**config.mk**
```make
export PLATFORM = sky130hd
export DESIGN_NAME = btot_prep
export DESIGN_NICKNAME = d
export VERILOG_FILES = /design/src/rtl/assert_macros.svh /design/src/rtl/btot_pkg.sv /design/src/rtl/btot_prep.sv
export SDC_FILE = /design/constraint.sdc
export NUM_CORES = 2
export LEC_CHECK = 0
export ABC_AREA = 1
export BUFFER_PORTS_ARGS = -buffer_cell sky130_fd_sc_hd__buf_2
export CAP_MARGIN = 0
export CORE_AREA = 2 2 373 375
export CTS_CLUSTER_SIZE = 10
export DETAILED_ROUTE_END_ITERATION = 8
export DIE_AREA = 0 0 375 377
export GPL_ROUTABILITY_DRIVEN = 0
export PLACE_DENSITY = 0.71
export RECOVER_POWER = 50
export SYNTH_ARGS = -nofsm -noshare
export SYNTH_HDL_FRONTEND = slang
export SYNTH_SLANG_ARGS = --single-unit
```
**constraint.sdc**
```tcl
create_clock -name i_clk -period 3.17 [get_ports i_clk]
set_clock_uncertainty 0.05 [all_clocks]
set_input_delay 0.4755 -clock i_clk [delete_from_list [all_inputs] [get_ports i_clk]]
set_output_delay 0.4755 -clock i_clk [all_outputs]
set_load 0.02 [all_outputs]
```
**src/rtl/assert_macros.svh**
```systemverilog
// ----------------------------------------------------------------------------
// Assertion macros
// Concurrent assertion wrappers that compile away in synthesis builds.
// ----------------------------------------------------------------------------
`ifndef ASSERT_MACROS_SVH
`define ASSERT_MACROS_SVH

`ifndef SYNTHESIS
// Clocked assertion, disabled while the active-low reset is asserted.
`define BTOT_ASSERT(lbl, clk, rst_n, prop) \
    lbl: assert property (@(posedge clk) disable iff (!rst_n) prop) \
        else $error("box/triangle overlap assertion failed");
// Clocked assertion that is checked during reset as well.
`define BTOT_ASSERT_NR(lbl, clk, prop) \
    lbl: assert property (@(posedge clk) prop) \
        else $error("box/triangle overlap assertion failed");
`else
`define BTOT_ASSERT(lbl, clk, rst_n, prop)
`define BTOT_ASSERT_NR(lbl, clk, prop)
`endif

`endif

```
**src/rtl/btot_pkg.sv**
```systemverilog
`timescale 1ns / 1ps
// ----------------------------------------------------------------------------
// btot_pkg
// Widths, types and helpers shared by the box/triangle overlap pipeline.
// ----------------------------------------------------------------------------
package btot_pkg;

    localparam int CW  = 20;          // packed coordinate width
    localparam int VW  = CW + 1;      // vertex relative to box center
    localparam int EW  = CW + 2;      // triangle edge
    localparam int XPW = VW + EW;     // product on an edge cross axis
    localparam int XSW = XPW + 2;     // sum on an edge cross axis
    localparam int NPW = 2 * EW;      // edge by edge product
    localparam int NW  = NPW + 1;     // normal component
    localparam int NMW = VW + NW;     // product on the normal axis
    localparam int NSW = NMW + 3;     // sum on the normal axis

    typedef logic signed [CW-1:0]  t_coord;
    typedef logic signed [VW-1:0]  t_vec;
    typedef logic signed [EW-1:0]  t_edge;
    typedef logic        [EW-1:0]  t_mag;
    typedef logic        [3*CW-1:0] t_packed;

    function automatic t_coord coord(input t_packed w, input logic [1:0] k);
        t_coord c;
        case (k)
            2'd0:    c = t_coord'(w[CW-1:0]);
            2'd1:    c = t_coord'(w[2*CW-1:CW]);
            2'd2:    c = t_coord'(w[3*CW-1:2*CW]);
            default: c = '0;
        endcase
        return c;
    endfunction

endpackage

```
**src/rtl/btot_prep.sv**
```systemverilog
`timescale 1ns / 1ps
// ----------------------------------------------------------------------------
// btot_prep
// Stages one and two: vertices relative to the box center, edges, edge
// magnitudes and the three box-axis tests.
// ----------------------------------------------------------------------------
module btot_prep (
    input  logic               i_clk,
    input  logic               i_en,
    input  btot_pkg::t_packed  i_box_center,
    input  btot_pkg::t_packed  i_half_extent,
    input  btot_pkg::t_packed  i_vertex_a,
    input  btot_pkg::t_packed  i_vertex_b,
    input  btot_pkg::t_packed  i_vertex_c,
    output btot_pkg::t_vec     o_v [3][3],
    output btot_pkg::t_coord   o_h [3],
    output btot_pkg::t_edge    o_e [3][3],
    output btot_pkg::t_mag     o_m [3][3],
    output logic               o_box_ok
);

    btot_pkg::t_packed w_vtx [3];
    btot_pkg::t_vec    r_v1  [3][3];
    btot_pkg::t_coord  r_h1  [3];
    btot_pkg::t_vec    r_v2  [3][3];
    btot_pkg::t_coord  r_h2  [3];
    btot_pkg::t_edge   r_e   [3][3];
    btot_pkg::t_mag    r_m   [3][3];
    btot_pkg::t_edge   n_e   [3][3];
    logic [2:0]        w_ax_ok;
    logic              r_box_ok;

    assign w_vtx[0] = i_vertex_a;
    assign w_vtx[1] = i_vertex_b;
    assign w_vtx[2] = i_vertex_c;

    for (genvar gi = 0; gi < 3; gi++) begin : g_axis
        logic signed [btot_pkg::VW:0] w_lo [3];
        logic signed [btot_pkg::VW:0] w_hi [3];

        always_ff @(posedge i_clk) begin
            if (i_en) begin
                r_h1[gi] <= btot_pkg::coord(i_half_extent, 2'(gi));
                r_h2[gi] <= r_h1[gi];
            end
        end

        // The box axis separates when all three corners lie beyond one face.
        for (genvar gk = 0; gk < 3; gk++) begin : g_vtx
            assign w_lo[gk] = (btot_pkg::VW+1)'(r_v1[gk][gi]) + (btot_pkg::VW+1)'(r_h1[gi]);
            assign w_hi[gk] = (btot_pkg::VW+1)'(r_v1[gk][gi]) - (btot_pkg::VW+1)'(r_h1[gi]);
        end
        assign w_ax_ok[gi] = !((w_hi[0] > 0 && w_hi[1] > 0 && w_hi[2] > 0) ||
                               (w_lo[0] < 0 && w_lo[1] < 0 && w_lo[2] < 0));

        for (genvar gk = 0; gk < 3; gk++) begin : g_edge
            localparam int NX = (gk + 1) % 3;

            assign n_e[gk][gi] = btot_pkg::t_edge'(r_v1[NX][gi]) -
                                 btot_pkg::t_edge'(r_v1[gk][gi]);

            always_ff @(posedge i_clk) begin
                if (i_en) begin
                    r_v1[gk][gi] <=
                        btot_pkg::t_vec'(btot_pkg::coord(w_vtx[gk], 2'(gi))) -
                        btot_pkg::t_vec'(btot_pkg::coord(i_box_center, 2'(gi)));
                    r_v2[gk][gi] <= r_v1[gk][gi];
                    r_e[gk][gi]  <= n_e[gk][gi];
                    r_m[gk][gi]  <= n_e[gk][gi][btot_pkg::EW-1] ?
                                    btot_pkg::t_mag'(-n_e[gk][gi]) :
                                    btot_pkg::t_mag'(n_e[gk][gi]);
                end
            end
        end
    end

    always_ff @(posedge i_clk) begin
        if (i_en) begin
            r_box_ok <= &w_ax_ok;
        end
    end

    assign o_v      = r_v2;
    assign o_h      = r_h2;
    assign o_e      = r_e;
    assign o_m      = r_m;
    assign o_box_ok = r_box_ok;

endmodule

```
# Word level (Yosys, flattened, before mapping)
# Memory sizes are Yosys's and may differ from the RTL's.
# Index checks and enable logic that the tools add are counted.
[word_totals]
register_bits = 646
mem_bits_rw = 249
in_bits = 302
out_inout_bits = 646
wordCells = 150
mem_count = 2
[memory_table]
columns = ["memory", "words", "word_bits", "read_ports", "rd_ports_with_merged_regs", "write_ports", "line", "text"]
rows = [
  ["r_v1", 3, 63, 3, 0, 3, "btot_prep.sv:23", "btot_pkg::t_vec r_v1 [3][3];"],
  ["r_h1", 3, 20, 3, 0, 3, "btot_prep.sv:24", "btot_pkg::t_coord r_h1 [3];"],
]
[classes]
addsub = 45
order_cmp = 18
n_mux = 26
reduce_logical = 19
[op_table]
columns = ["cell", "count"]
rows = [
  ["2-to-1 mux 20 bit", 15],
  ["adder 21 x 20 -> 22 bit", 9],
  ["> comparator 22 x 1 -> 1 bit (second input constant)", 9],
  ["< comparator 22 x 1 -> 1 bit (second input constant)", 9],
  ["negation 22 bit", 9],
  ["subtractor 21 x 20 -> 22 bit", 9],
  ["subtractor 21 x 21 -> 22 bit", 9],
  ["2-to-1 mux 21 bit", 9],
  ["subtractor 20 x 20 -> 21 bit", 9],
  ["logical AND 1 bit", 12],
  ["zero test 1 bit", 3],
  ["logical OR 1 bit", 3],
  ["AND reduction 3 bit", 1],
  ["2-to-1 mux 1 bit", 2],
]

# Logic depth before layout (Yosys ltp)
[logic_depth]
ltp_word = 7
depth_mapped = 21
depth_no_buf = 21

# Worst setup path after synthesis
# Ideal clock, no wire load.
[synth_timing]
path_type = "reg2reg"
from = "memory r_v1[0][0] (netlist bit)"
to = "register r_m, in the netlist o_m[19] (data pin)"
setup_ns = 0.249
arrival_time_ns = 2.507
required_ns = 2.871
path_slack_ns = 0.364
path_stages_with_launch = 20
n_path_buf = 0
synth_period_minus_slack_ns = 2.806
path_cell_list = "edfxtp_1 -> inv_1 -> ha_1 -> inv_1 -> fa_1 -> nand3_1 -> nand3_1 -> nand2_1 -> nand2_1 -> nand3_1 -> nand2_1 -> or2_1 -> nand2_1 -> inv_2 -> nor2_2 -> inv_1 -> o21ai_0 -> nand3b_1 -> nand2_1 -> inv_1"
[synth_lines]
columns = ["element", "line", "text"]
rows = [
  ["start: declaration", "btot_prep.sv:23", ""],
  ["end signal: indexed assignment", "btot_prep.sv:69", "r_m[gk][gi] <= n_e[gk][gi][btot_pkg::EW-1] ?"],
  ["end: declaration", "btot_prep.sv:28", "btot_pkg::t_mag r_m [3][3];"],
]

==> impl_metrics.toml <==
[final_layout]
multi_input_area_um2 = 37620
synthToLayoutAreaGrowth_pct = 22.89
final_cell_mix = "nand2_1, inv_1, buf_2"
fin_nets = 11220
instances_no_fill = 11970
layout-drive-gt1-share_pct = 18.86
final_common_cell = "nand2_1"
fillCellCount = 11800
final_cell_area_um2 = 84430
regArea_um2 = 26610

[synthesis]
ys_warn_count = 0
synth_top_cell_by_area = "edfxtp_1"
ys.flop_type = "edfxtp_1"
yosys-top-cells-area = "edfxtp_1, ha_1, nand2_1"
synth-compound-area-share_pct = 9.035
synth_top_family_by_area = "simple AND/OR/NAND/NOR gates"
ys_seq_area_share_pct = 38.73
synth-xor-area-share_pct = 6.223
synthCells = 8492
synth_cell_types = 59
syn_area_um2 = 68700
async_flop_share_pct = 0
ys_ff_latch = 886
yosys.area_share.adder_pct = 14.56
synth_nets = 9577
yosys-mux-area-fraction_pct = 0
synth_edf_count = 886
yosys.area.top_type_share_pct = 38.73
synth-simple-area-share_pct = 23.48
syn_avg_cell_area_um2 = 8.090

[timing]
tightest_slew_ns = 1.864
hold_viol_final = 0
setup_violations = 2
final.setup.worst_slack_ns = -0.04060
rsz0062_at_grt = "true"
max-slew-margin-rel_pct = -24.28
post-route-period-util_pct = 101.3
slew_viol_final = 37
fmax_mhz = 311.5
totalNegativeSetupSlack_ns = -0.04915
fin_crit_ns = 3.211

[outcome]
violations = "max-capacitance violations, max-slew violations, negative setup slack"
status = "finished with violations"

[critical_path]
worstSetupEndpointType = "flip-flop"
path_class = "flip-flop to flip-flop"
cp_data_required_time_ns = 3.60
crit_fanout = 5
startpoint_type = "flip-flop"
cp.arrival_ns = 3.64
r2r_setup_slack_ns = -0.04

[floorplan]
pin_count = 948
die_h_um = 377
die_x_um = 375
start_util_pct = 50.15
rows = 136
core-area_um2 = 137000
die-area_um2 = 141400

[grt]
grt_pass1_vias = 62510
grt_max_degree = 100
track_usage_pct = 35.65
gr-total-overflow = 0
grt_pass1_wl_um = 378500
antenna_found_initial = 25

[clocking]
htree_levels = 3
clockBufferDepth = 3
clkLatencyLatePin_ns = 0.76
clk_pin_slew_worst_paths_ns = 0.06
cts_root_buffer = "clkbuf_16"
cts_inserted_buffers = 105
cts_tree = "done"
cts_sinks = 886

[pwr]
clkPwrFrac_pct = 16.9
p_leak_nw = 41.87
power_mw = 65.63
intPower_mw = 35.45
pwr-share-seq_pct = 29.6
ir_worst_vdd_mv = 0.7697
p_comb_share_pct = 53.5
p_per_area_nw_per_um2 = 777.3
switching_share_pct = 45.99
p_sw_mw = 30.18

[routing]
final_antenna_net_count = 0
firstDrtPassIters = 9
wl_um = 265400
post_drt_wl_per_cell_um = 22.17
vias = 67950
drc = 0
via_per_inst = 5.676
drtIter0Drc = 8098

[run]
drv_cap = 1

[place]
place_area_um2 = 78810
dp.cells = 11610
port_buffers = 947
hpwlAfterDp_um = 214400

[worst_hold_path]
min_path_type = "input port to flip-flop"
==> worst max-delay path, stage by stage (launching register included) <==
cell      delay [ns]
edfxtp_1        0.38
clkbuf_1        0.52
ha_1            0.42
a21oi_1         0.22
o21ai_0         0.13
a21oi_1         0.13
nand2_1         0.13
nand2_1         0.12
nand3b_1        0.09
nand2_1         0.26
nand2_1         0.09
nor2_1          0.10
nand4_1         0.14
nand3_1         0.11
nand2_1         0.06
==> registers in the layout (all words and copies together), names as in the netlist <==
name	cells
o_e	198
o_m	189
o_v	189
r_v1	189
o_h	60
r_h1	60
o_box_ok	1
==> metal layers <==
| layer | global-route usage [%] | vias up | wire, µm |
|---|---|---|---|
| li1 | - | 31400 | - |
| met1 | 43.65 | 31310 | 98370 |
| met2 | 53.62 | 4206 | 113100 |
| met3 | 10.32 | 1028 | 31440 |
| met4 | 26.00 | 18 | 22250 |
| met5 | 0 | - | 300 |
==> synth_stat cells, types with 43 or more instances <==
library cell	number
a21o_1	43
nor3_1	114
edfxtp_1	886
xor2_1	327
o21bai_1	43
nand3_1	511
nor2_1	720
a21oi_1	598
nand4_1	178
inv_1	1352
xnor2_1	106
nand3b_1	47
ha_1	756
o21ai_1	56
o21ai_0	211
nand2_1	2130
==> power by group through the flow <==
stage	clock network [mW]	logic (mW)	registers (mW)
global placement	0	31.7	19.9
CTS	11.2	32.5	19.7
floorplan	0	17.4	21.9
detailed placement	0	32.2	19.9
global route	11.6	37.9	19.5
finish	11.1	35.1	19.4
==> logic make-up (layout without fill, tap and decap cells) <==
family / count (synthesis) / in the layout
other: 0 / 10
adders and majority gates: 783 / 783
buffers and inverters: 1435 / 3111
DFF: 886 / 886
xor gates and xnor gates: 462 / 462
and+or+nand+nor: 3823 / 3823
AOI/OAI and AO/OA: 1103 / 1103
==> per-stage QoR <==
step | hold slack, ns | util, % | worst slack (ns)
after floorplan | 0.4340 | - | 0.3636
after global placement | 0.4097 | 57.53 | 0.04110
after detailed placement | 0.4232 | 57.53 | -0.06296
after CTS | 0.05801 | 60.16 | 0.003421
after global routing | 0.1749 | 61.62 | -0.1033
final | 0.1673 | 61.63 | -0.04060
==> worst paths after layout <==
path / from / end / cells after the start
setup / recovery: r_v1[0][162]$_DFFE_PP_ / o_m[108]$_DFFE_PP_ / 14
setup reg to reg: r_v1[0][162]$_DFFE_PP_ / o_m[108]$_DFFE_PP_ / 14
hold reg to reg: r_v1[0][43]$_DFFE_PP_ / o_v[169]$_DFFE_PP_ / 0
hold / removal: i_vertex_b[39] / r_v1[0][104]$_DFFE_PP_ / 4
==> layout make-up <==
| class | count | share of cell area, % |
|---|---|---|
| clock buffers | 117 | 3.191 |
| inverters | 1388 | 6.198 |
| diodes | 10 | 0.02964 |
| multi-input cells | 6171 | 44.56 |
| well taps | 1794 | 2.659 |
| repair inverters | 1 | 0.005928 |
| clock inverters | 26 | 0.3646 |
| flip-flops and latches | 886 | 31.51 |
| repair buffers | 1579 | 11.48 |
==> what timing repair did <==
| action | 4_1_cts | 5_1_grt |
|---|---|---|
| setup buffers | 1 | 148 |
| setup endpoints to repair | 7 | 123 |
| hold endpoints to repair | 58 | 0 |
| cloned | 0 | 1 |
| hold buffers | 58 | 0 |
| pin swaps | 1 | 34 |
| gates resized for setup | 5 | 250 |
No activity file was read; power rests on OpenSTA's default activity.
